## src/hw/rtl/pgfa_pkg.sv

```systemverilog
package pgfa_pkg;

  localparam logic signed [15:0] MAX_RESET = -16'sd1280;
  localparam logic [15:0] COUNT_MAX = 16'hFFFF;
  localparam logic [27:0] LN2_Q28 = 28'd186065279;

  typedef struct packed {
    logic signed [15:0] max_h;
    logic [7:0]         top_i;
    logic signed [31:0] hsum;
    logic [23:0]        isum;
    logic [15:0]        cnt;
  } cell_t;

  localparam cell_t CELL_RESET = '{
    max_h: MAX_RESET, top_i: 8'd0, hsum: 32'sd0, isum: 24'd0, cnt: 16'd0
  };

  typedef enum logic [2:0] {
    S_CLEAR, S_IDLE, S_READ, S_MOD, S_DIVH, S_DIVI, S_WAITLOG, S_EMIT
  } state_t;

  typedef enum logic [2:0] {
    LOG_IDLE, LOG_NORM, LOG_SQ, LOG_ACC, LOG_MUL, LOG_SUM
  } log_state_t;

endpackage

```

## src/hw/rtl/pgfa_log.sv

```systemverilog
module pgfa_log
  import pgfa_pkg::*;
(
  input  logic        clk,
  input  logic        rst,
  input  logic        start,
  input  logic [15:0] count,
  output logic        busy,
  output logic [15:0] result
);

  log_state_t state, state_next;
  logic [16:0] xn;
  logic [4:0]  k;
  logic [30:0] m;
  logic [61:0] sq;
  logic [31:0] m2;
  logic [29:0] frac;
  logic [4:0]  iter;
  logic [57:0] p1;
  logic [32:0] kc;
  logic [63:0] total;

  assign m2 = sq[61:30];
  assign total = {1'b0, kc, 30'd0} + {6'd0, p1} + (64'd1 << 45);

  always_comb begin
    state_next = state;
    unique case (state)
      LOG_IDLE: if (start) state_next = LOG_NORM;
      LOG_NORM: if (xn[16]) state_next = LOG_SQ;
      LOG_SQ:   state_next = LOG_ACC;
      LOG_ACC:  state_next = (iter == 5'd29) ? LOG_MUL : LOG_SQ;
      LOG_MUL:  state_next = LOG_SUM;
      LOG_SUM:  state_next = LOG_IDLE;
      default:  state_next = LOG_IDLE;
    endcase
  end

  always_comb begin
    busy = state != LOG_IDLE;
  end

  always_ff @(posedge clk) begin
    if (rst) state <= LOG_IDLE;
    else state <= state_next;
  end

  always_ff @(posedge clk) begin
    unique case (state)
      LOG_IDLE: begin
        if (start) begin
          xn <= {1'b0, count} + 17'd1;
          k <= 5'd16;
        end
      end
      LOG_NORM: begin
        if (xn[16]) begin
          m <= {xn, 14'd0};
          iter <= '0;
          frac <= '0;
        end else begin
          xn <= {xn[15:0], 1'b0};
          k <= k - 5'd1;
        end
      end
      LOG_SQ: sq <= m * m;
      LOG_ACC: begin
        m <= m2[31] ? m2[31:1] : m2[30:0];
        frac <= {frac[28:0], m2[31]};
        iter <= iter + 5'd1;
      end
      LOG_MUL: begin
        p1 <= 58'(frac) * 58'(LN2_Q28);
        kc <= 33'(k) * 33'(LN2_Q28);
      end
      LOG_SUM: result <= total[61:46];
      default: ;
    endcase
  end

endmodule

```

## config.mk

```make
export PLATFORM = sky130hd
export DESIGN_NAME = pgfa_log
export DESIGN_NICKNAME = d
export VERILOG_FILES = /design/src/hw/rtl/pgfa_pkg.sv /design/src/hw/rtl/pgfa_log.sv
export SDC_FILE = /design/constraint.sdc
export NUM_CORES = 2
export LEC_CHECK = 0
export BUFFER_PORTS_ARGS = -buffer_cell sky130_fd_sc_hd__buf_2
export CORE_ASPECT_RATIO = 0.5
export CORE_MARGIN = 2
export CORE_UTILIZATION = 60
export DETAILED_ROUTE_END_ITERATION = 8
export PLACE_DENSITY = 0.73
export SKIP_CTS_REPAIR_TIMING = 1
export SYNTH_ARGS = -nofsm -noshare
export SYNTH_HDL_FRONTEND = slang
export SYNTH_SLANG_ARGS = --single-unit
```

## constraint.sdc

```tcl
create_clock -name clk -period 12.3 [get_ports clk]
set_clock_uncertainty 0.15 [all_clocks]
set_input_delay 1.23 -clock clk [delete_from_list [all_inputs] [get_ports clk]]
set_output_delay 1.23 -clock clk [all_outputs]
set_load 0.02 [all_outputs]
```

==> flow_summary.toml <==
[status]
status = "finished, final reports clean"

[synth]
ys_ff_latch = 199
synth_top_cells_by_area = "fa_1, ha_1, edfxtp_1"
synth_cell_types = 75
synth-main-ff-cell = "edfxtp_1"
async_reset_ff_share_pct = 0
yosysTopAreaCell = "fa_1"
netlist_area_sq_mm = 0.0508
yosysSeqAreaShare_pct = 11.7
syn_inst = 5110
synth_edf_count = 196
syn_avg_cell_area_sq_um = 9.94
yosys_warnings = 0
synth_top_area_share_pct = 42.4
synthesis.nets = 6870

[timing]
tns_ns = 0
min_period_ns = 8.65
slew_violations = 0
setup_viol = 0
fmax_ghz = 0.116
min_period_over_period_pct = 70.3
rsz0062_at_grt = "no"
worst_slew_pin_slew_ns = 1.23
relSlewSlack_pct = 18.1
hold_violations = 0

[routing]
wl_per_cell_um = 19.4
vias = 33996
drc_errors = 0
finalWirelength_um = 120000
postRouteAntennaNets = 0
firstDrtPassIters = 5
dr.first_iter.drc_count = 2371
vias_per_cell = 5.48

[floorplanning]
dieHeight_um = 210
placementRows = 75
die_w_um = 415
core_area_sq_mm = 0.0838
dieArea_sq_mm = 0.0871
start_util_pct = 60.6
ioPinCount = 36

[critical_path]
crit-reg2reg-capture = "sq[61]"
cp_max_fo = 24
arrival_ns = 8.76
path_class = "flip-flop to flip-flop"
cp-start-kind = "flip-flop"
end_kind = "flip-flop"
reg2reg_slack_ns = 3.65
worstRegToRegCells = 23
cp.required_ns = 12.41
worstReg2RegStart = "m[15]"

[finish]
final_cell_count_no_fill = 6200
most-common-layout-cells = "inv_1, fa_1, ha_1, nand2_1, and2_1"
fin_util_pct = 62.9
final_area_sq_mm = 0.0527
final_common_cell = "inv_1"
final_nets = 6831
drive_above_1_share_pct = 2.52
syn_to_final_growth_pct = 3.82
antenna_cells = 0

[hold_path]
hold_start = "kc[31]"
hp-class = "flip-flop to flip-flop"
hold-path-endpoint = "result[15]"
min_path_cells = 1

[clock_network]
cts_tree = "yes"
cts.path.max_buffers = 2
clkTransAtPathRegs_ns = 0.08
cts_made_buffers = 17
clk_latency_ns = 0.52
htreeDepth = 4
cts-root-buf = "clkbuf_16"
cts.sinks = 199

[place]
io_buffers = 35
gp_congestion = 0.945
hpwl_um = 99800
placed_cell_area_sq_mm = 0.0522
dpl.cell_count = 6168

[global_routing]
track_usage_pct = 29.5
antenna_found_initial = 6
grt_overflow = 0
grt_max_degree = 78
grt_pass1_wl_um = 199000
grt_pass1_vias = 37703

[flow_run]
cap_violations = 0
critical path, cell delays in order, from the launching register on:
cell,delay (ns)
edfxtp_1,0.33
buf_4,0.31
clkinv_1,0.43
nor2_1,0.35
fa_1,0.49
fa_1,0.49
fa_1,0.52
inv_1,0.05
fa_1,0.47
inv_1,0.05
fa_1,0.48
fa_1,0.56
fa_1,0.43
fa_1,0.44
ha_1,0.32
a21oi_1,0.23
nand3b_1,0.11
o211ai_1,0.56
and3_1,0.27
a21bo_2,0.28
o21ai_4,0.13
a21o_4,0.26
or4_1,0.50
and3_1,0.17
routing by layer:
metal | track usage [%] | up-vias | part of all wire (%)
met5 | 0 | - | 0.031
met4 | 9.15 | 6 | 3.2
met3 | 5.74 | 231 | 7.6
met2 | 49.9 | 1138 | 49
met1 | 38.8 | 17270 | 40
li1 | - | 15351 | -
how the worst max path moves through the flow:
stage | slack [ns] | start | end
2_1_floorplan | 4.65 | m[9] | sq[61]
3_3_place_gp | 3.84 | m[15] | sq[61]
3_5_place_dp | 3.71 | m[15] | sq[61]
4_1_cts | 3.69 | m[15] | sq[61]
5_1_grt | 3.33 | m[15] | sq[47]
6_report | 3.65 | m[15] | sq[61]
state kept, by name, indices dropped and copies added, names as in the netlist, 16 cells and up:
name and cells:
kc 32, sq 32, m 31, frac 30, p1 28, xn 17
result 16
logic make-up (layout without fill, tap and decap cells):
| group | Yosys count | after routing | share of synthesized area (%) |
|---|---|---|---|
| DFF | 199 | 199 | 11.7 |
| muxes | 35 | 35 | 0.692 |
| AOI/OAI and AO/OA | 436 | 436 | 5.49 |
| xor gates and xnor gates | 143 | 143 | 2.47 |
| buffers and inverters | 1664 | 1638 | 12.3 |
| adders and majority gates | 1741 | 1741 | 58.8 |
| and+or+nand+nor | 892 | 892 | 8.56 |
final cells by class:
cell class                      count  area [sq um]
Tap cell                         1116          1400
Timing Repair Buffer               72           453
Clock inverter                     14           140
Inverter                         1534          5760
Clock buffer                       18           429
Fill cell                        6783         31100
Multi-Input combinational cell   3247         38600
Sequential cell                   199          5950
per-stage QoR:
stage	setup WS (ns)	hold slack [ns]
floorplan	4.65	0.360
global placement	3.84	0.404
detailed placement	3.71	0.416
CTS	3.69	0.429
global route	3.33	0.460
finish	3.65	0.429
synthesized netlist by cell type, types with 4 or more instances:
cell      instances
a211o_1           4
a211oi_1         11
a21o_1           70
a21oi_1         138
a31o_2            7
a31oi_1          15
and2_1          207
and3_1           29
and4_1            8
buf_2             4
clkbuf_1        124
edfxtp_1        196
fa_1           1076
ha_1            665
inv_1          1532
mux2i_1          34
nand2_1         342
nand2b_1          9
nand3_1          34
nand3b_1         19
nand4_1          28
nor2_1          146
nor2b_1          21
nor3_1           23
nor3b_1           4
nor4_1            6
o211ai_1          8
o21a_1           13
o21ai_0          92
o21ai_1           4
o21bai_1         19
o22ai_1           4
o31ai_1           4
or2_2             5
or3_1             6
xnor2_1          88
xor2_1           55
Power is not shown: default switching activity piles up to over one toggle a cycle in this logic, so the estimate is an artifact.
