**config.mk**
```make
export PLATFORM = sky130hd
export DESIGN_NAME = pgfa_div
export DESIGN_NICKNAME = d
export VERILOG_FILES = /design/src/hw/rtl/pgfa_div.sv
export SDC_FILE = /design/constraint.sdc
export NUM_CORES = 1
export LEC_CHECK = 0
export ABC_AREA = 1
export BUFFER_PORTS_ARGS = -buffer_cell sky130_fd_sc_hd__buf_2
export CAP_MARGIN = 20
export CORE_UTILIZATION = 50
export CTS_CLUSTER_DIAMETER = 100
export CTS_CLUSTER_SIZE = 25
export DETAILED_ROUTE_END_ITERATION = 16
export GPL_ROUTABILITY_DRIVEN = 0
export PLACE_DENSITY = 0.74
export SLEW_MARGIN = 20
export SYNTH_ARGS = -nofsm -noshare
export SYNTH_HDL_FRONTEND = slang
export SYNTH_SLANG_ARGS = --single-unit
```
**constraint.sdc**
```tcl
create_clock -name clk -period 2.8 [get_ports clk]
set_clock_uncertainty 0.15 [all_clocks]
set_input_delay 0.14 -clock clk [delete_from_list [all_inputs] [get_ports clk]]
set_output_delay 0.14 -clock clk [all_outputs]
set_load 0.02 [all_outputs]
```
**src/hw/rtl/pgfa_div.sv**
```systemverilog
module pgfa_div (
  input  logic        clk,
  input  logic        rst,
  input  logic        start,
  input  logic [31:0] dividend,
  input  logic [15:0] divisor,
  output logic        done,
  output logic [31:0] quotient
);

  logic        busy;
  logic [4:0]  step;
  logic [31:0] dvd;
  logic [15:0] rem;
  logic [15:0] dsr;
  logic [16:0] trial;
  logic        fits;

  assign trial = {rem, dvd[31]};
  assign fits = trial >= {1'b0, dsr};
  assign quotient = dvd;

  always_ff @(posedge clk) begin
    if (rst) begin
      busy <= 1'b0;
      done <= 1'b0;
      step <= '0;
    end else begin
      done <= 1'b0;
      if (start && !busy) begin
        busy <= 1'b1;
        step <= '0;
      end else if (busy) begin
        step <= step + 5'd1;
        if (step == 5'd31) begin
          busy <= 1'b0;
          done <= 1'b1;
        end
      end
    end
  end

  always_ff @(posedge clk) begin
    if (start && !busy) begin
      dvd <= dividend;
      rem <= '0;
      dsr <= divisor;
    end else if (busy) begin
      rem <= fits ? 16'(trial - {1'b0, dsr}) : trial[15:0];
      dvd <= {dvd[30:0], fits};
    end
  end

endmodule

```
==> flow_metrics.tcl, run 1 <==
set metrics [dict create \
    r2r_slack_ps 630 \
    cp_max_fo 11 \
    ir_drop_mv 0.429 \
    cts_tree "built" \
    synth-edff-count 48 \
    die_x_um 92.2 \
    detail_route.first_pass.iterations 5 \
    required_ps 2730 \
    grt_pass1_vias 3611 \
    die_area_sq_um 8500 \
    clock-sinks 71 \
    initial_utilization 0.521 \
    slew_viol_final 0 \
    timing.rr.end "quotient[0]" \
    critPathKind "reg2reg" \
    pin_count 84 \
    viasPerCell 4.91 \
    ys_seq_area_frac 0.468 \
    synthArstFlopShare 0 \
    nets 734 \
    slew_headroom 0.650 \
    ant_nets 0 \
    hold_path_depth 3 \
    tightestPinTransition_ps 524 \
    final_common_cell "nand2_1" \
    ys.flop_type "edfxtp_1" \
    hp-class "in2reg" \
    drt_wl_total_um 10100 \
    drive_gt1_frac 0.197 \
    cts.clk_slew.worst_paths_ps 70 \
    startpoint_type "flop" \
    die-height_um 92.2 \
    synth.ff_latch_count 71 \
    mostFrequentLayoutCells "nand2_1, buf_2, inv_1" \
    root_buffer "clkbuf_8" \
    post-route-drc-count 0 \
    setup_viol 0 \
    rows 32 \
    worstRegToRegCells 8 \
    clk_latency_ps 350 \
    fmax_ghz 0.461 \
    outcome "finished clean" \
    antenna_cells 0 \
    syn2layout_area_growth_pct 29.5 \
    min_from "dividend[0]" \
    rr_startpoint "dsr[14]" \
    cts-hold-fix-buffers 48 \
    cts_setup_buffers 0 \
    cts_buffer_depth 2 \
    worst-endpoint-arrival_ps 2100 \
    setup_slack_ps 633 \
    cts.htree.levels 3 \
    hold_end "quotient[0]" \
    ys_types 32 \
    synth_nets 598 \
    coreArea_sq_um 7810 \
    p_leak_nw 2.77 \
    grt.total_usage 0.254 \
    post_drt_wl_per_cell_um 13.0 \
    ff_latch_area_sq_um 1900 \
    first_iter_violations 259 \
    finalHoldViolations 0 \
    grt_overflow_total 0 \
    startpoint "dsr[14]" \
    yosys_warnings 0 \
    place_worst_setup_slack_ps 648 \
    rsz0062_at_grt "no" \
    grt_pass1_wl_um 16800 \
    grt_antenna_before_repair 0 \
    period_share 0.774 \
    grt_max_degree 33 \
    max-cap-violations 0 \
    multi_input_area_sq_um 1790 \
    cts-buffers-inserted 9 \
    end_kind "flop" \
    period_minus_slack_ps 2170 \
    setup_tns_ps 0 \
    syn-cell-area_sq_um 4070 \
    syn_inst 528 \
    vias 3782 \
    fillerInstances 658 \
    ctsResizeCount 0 \
    synthesis.area_per_instance_sq_um 7.70 \
    powerDensity_nw_per_um2 711 \
    place_hpwl_um 6550 \
    portBuffers 83 \
]
-- Yosys cell counts, types with 3 or more instances --
library cell	instances	share of area
nand2_1	225	0.21
inv_1	80	0.074
edfxtp_1	48	0.35
nand3_1	41	0.050
dfxtp_1	23	0.11
ha_1	18	0.055
nand2_2	15	0.023
a21oi_1	12	0.015
nor2_1	12	0.011
nor3_1	9	0.011
clkbuf_1	8	0.0074
xnor2_1	5	0.011
buf_2	4	0.0049
nand4_1	4	0.0062
nand3b_1	3	0.0055
-- metal layers --
layer,vias to the layer above,routed length (um),global-route usage
met5,-,0,0
met4,0,113,0.0924
met3,13,571,0.0489
met2,130,5050,0.436
met1,1717,4320,0.318
li1,1922,-,-
-- registers in the layout, summed over array words and instances (netlist names) --
| register | cells |
|---|---|
| dsr | 16 |
| done | 1 |
| step | 5 |
| busy | 1 |
| rem | 16 |
| quotient | 32 |
-- kinds of logic after synthesis --
kind of cell / Yosys count / synth area share
xor+xnor: 6 / 0.0129
simple gates: 320 / 0.343
flops: 71 / 0.468
fa+ha+maj: 19 / 0.0603
buf+inv: 96 / 0.0947
compound gates: 16 / 0.0215
-- worst max-delay path by stage --
stage / endpoint / slack [ps] / cells past startpoint
5_1_grt: rem[13] / 420 / 13
3_5_place_dp: rem[15] / 650 / 11
2_1_floorplan: rem[12] / 740 / 11
4_1_cts: rem[10] / 640 / 13
3_3_place_gp: rem[0] / 680 / 11
6_report: quotient[0] / 630 / 8
-- power breakdown --
group	switching, W	total, W	internal (W)	leakage [nW]
sequential	0.000108	0.00141	0.00130	0.670
combinational	0.000958	0.00153	0.000576	2.00
clock	0.000396	0.000800	0.000404	0.0921
total	0.00146	0.00374	0.00228	2.77
-- worst max-delay path: stages (launching register included) --
cell and delay [ps]:
edfxtp_1 360, inv_1 70, ha_1 270, a21oi_1 210, o21a_1 170, nand2_2 70
nor2_4 230, buf_4 250, a31oi_1 100
-- layout make-up --
cell class | count | area share
clock buffer | 9 | 0.0235
clock inverter | 7 | 0.0119
inverter | 82 | 0.0584
multi-input combinational | 361 | 0.339
sequential | 71 | 0.361
tap | 102 | 0.0242
timing repair buffer | 139 | 0.181
-- stage by stage --
stage | power [W] | instances | hold slack, ps | area, sq um | utilization
after detailed placement | 0.00288 | 707 | 168 | 4600 | 0.589
after global placement | 0.00286 | 707 | 167 | 4600 | 0.589
final | 0.00374 | 771 | 36.8 | 5270 | 0.675
after global routing | 0.00399 | 771 | 73.5 | 5270 | 0.675
after floorplan | 0.00256 | 528 | 62.4 | 4070 | -
after CTS | 0.00373 | 771 | 25.8 | 5270 | 0.675
Note: power is estimated with default switching activity, not from simulation.
==> run 2, diff against run 1 <==
==> constraint.sdc (replaced) <==
create_clock -name clk -period 2.2 [get_ports clk]
set_clock_uncertainty 0.15 [all_clocks]
set_input_delay 0.11 -clock clk [delete_from_list [all_inputs] [get_ports clk]]
set_output_delay 0.11 -clock clk [all_outputs]
set_load 0.02 [all_outputs]
==> run 2 against run 1 <==
  * Sequential cell count is the same
  * Critical endpoint is now rem[2]
  * Sequential share of layout area down 1.2 points
  * Critical path depth rose by 5
==> flow_metrics.tcl, run 2 (synthesis gave the netlist of run 1 again) <==
set metrics [dict create \
    end_kind "flop" \
    grt_max_degree 34 \
    hold_end "dsr[15]" \
    place_worst_setup_slack_ps 82.0 \
    setup_tns_ps 0 \
    p_leak_nw 2.81 \
    first_iter_violations 275 \
    period_minus_slack_ps 2070 \
    fillerInstances 601 \
    die-height_um 92.2 \
    ant_nets 0 \
    die_x_um 92.2 \
    mostFrequentLayoutCells "nand2_1, buf_2, inv_1" \
    crit_chain "inv_1 -> ha_1 -> nand2_1 -> inv_1 -> nand2_1 -> nand2_1 -> inv_1 -> nand3_2 -> nand2_8 -> buf_4 -> nand3_1 -> nand3_1 -> nand2_1" \
    die_area_sq_um 8500 \
    required_ps 2290 \
    post-route-drc-count 0 \
    portBuffers 83 \
    ir_drop_mv 0.536 \
    rr_startpoint "dsr[8]" \
    vias 3842 \
    ff_latch_area_sq_um 1900 \
    grt_use_met3 0.0638 \
    coreArea_sq_um 7810 \
    grt_pass1_vias 3689 \
    grt-busiest-layer "met2" \
    startpoint_type "flop" \
    drive_gt1_frac 0.215 \
    worst-endpoint-arrival_ps 2160 \
    nets 740 \
    drt_wl_total_um 10000 \
    place_hpwl_um 6540 \
    cts_tree "built" \
    viasPerCell 4.94 \
    timing.rr.end "rem[2]" \
    pin_count 84 \
    root_buffer "clkbuf_8" \
    initial_utilization 0.521 \
    grt_antenna_before_repair 0 \
    setup_viol 0 \
    cts-buffers-inserted 9 \
    grt.total_usage 0.247 \
    cpMostUsedCell "nand2_1" \
    post_drt_wl_per_cell_um 12.9 \
    critPathKind "reg2reg" \
    rows 32 \
    use_met2 0.415 \
    setup_slack_ps 129 \
    hold_path_depth 2 \
    cp_slowest_cell "edfxtp_1" \
    cts.clk_slew.worst_paths_ps 90 \
    finalHoldViolations 0 \
    multi_input_area_sq_um 1840 \
    rsz0062_at_grt "no" \
    grt_overflow_total 0 \
    tightestPinTransition_ps 399 \
    cts.htree.levels 3 \
    clk_latency_ps 350 \
    grt_pass1_wl_um 16400 \
    grtUsageMet1 0.306 \
    antenna_cells 0 \
    largest_reg_flops 32 \
    syn2layout_area_growth_pct 33.8 \
    slowest_delay_ps 330 \
    slew_viol_final 0 \
    outcome "finished clean" \
    hp-class "in2reg" \
    clock-sinks 71 \
    final_common_cell "nand2_1" \
    max-cap-violations 0 \
    slew_headroom 0.734 \
    worstRegToRegCells 13 \
    r2r_slack_ps 130 \
    cp_max_fo 7 \
    powerDensity_nw_per_um2 942 \
    min_from "divisor[15]" \
    detail_route.first_pass.iterations 5 \
    period_share 0.941 \
    cts_buffer_depth 2 \
    fmax_ghz 0.483 \
]
run 2: changes by cell type in the layout (fill, tap and decap cells not counted), sizes merged:
cell / delta
clkinvlp: -1
dlygate4sd3: +2
bufinv: +2
clkbuf: +1
buf: +4
clkinv: -2
run 2: layout make-up:
type,count,area share
flip-flops and latches,71,0.349
inverters,82,0.0565
clock inverters,6,0.0214
well taps,102,0.0234
multi-input cells,361,0.339
repair buffers,145,0.187
clock buffers,10,0.0234
run 2: power breakdown:
part	internal [W]	switching (W)	leakage [nW]
Sequential	0.00166	0.000138	0.670
Combinational	0.000797	0.00125	2.02
Clock	0.000762	0.000532	0.121
Total	0.00321	0.00191	2.81
run 2: worst max path at each step:
stage / cells after the start / end / start / slack (ps)
4_1_cts: 9 / rem[11] / dsr[14] / 70
3_5_place_dp: 11 / rem[11] / dsr[2] / 80
6_report: 13 / rem[2] / dsr[8] / 130
2_1_floorplan: 11 / rem[12] / quotient[31] / 140
5_1_grt: 13 / rem[2] / dsr[8] / 10
3_3_place_gp: 11 / rem[3] / dsr[9] / 130
run 2: per-stage QoR:
step | utilization | total power (W) | hold slack [ps] | area [sq um] | std cells
3_3_place_gp | 0.592 | 0.00367 | 136 | 4620 | 708
3_5_place_dp | 0.592 | 0.00370 | 138 | 4620 | 708
6_report | 0.697 | 0.00513 | 316 | 5440 | 777
5_1_grt | 0.697 | 0.00546 | 306 | 5440 | 777
4_1_cts | 0.687 | 0.00506 | 307 | 5370 | 774
2_1_floorplan | - | 0.00326 | 32.4 | 4070 | 528
run 2: what timing repair did:
action / 4_1_cts / 5_1_grt
buffers inserted: 0 / 3
hold buffers: 50 / 0
gates resized for setup: 0 / 11
setup endpoints to repair: 0 / 16
hold endpoints to repair: 56 / 0
run 2: worst max-delay path, delay by kind of cell (launching register included):
family / cells / cell delay, ps
adders and majority gates: 1 / 320
buffers and inverters: 4 / 350
DFF: 1 / 330
and+or+nand+nor: 8 / 790
run 2: metal layers:
layer | part of all wire | routed length [um]
met2 | 0.48 | 4850
met1 | 0.45 | 4510
met4 | 0.013 | 134
met3 | 0.054 | 544
met5 | 0 | 0
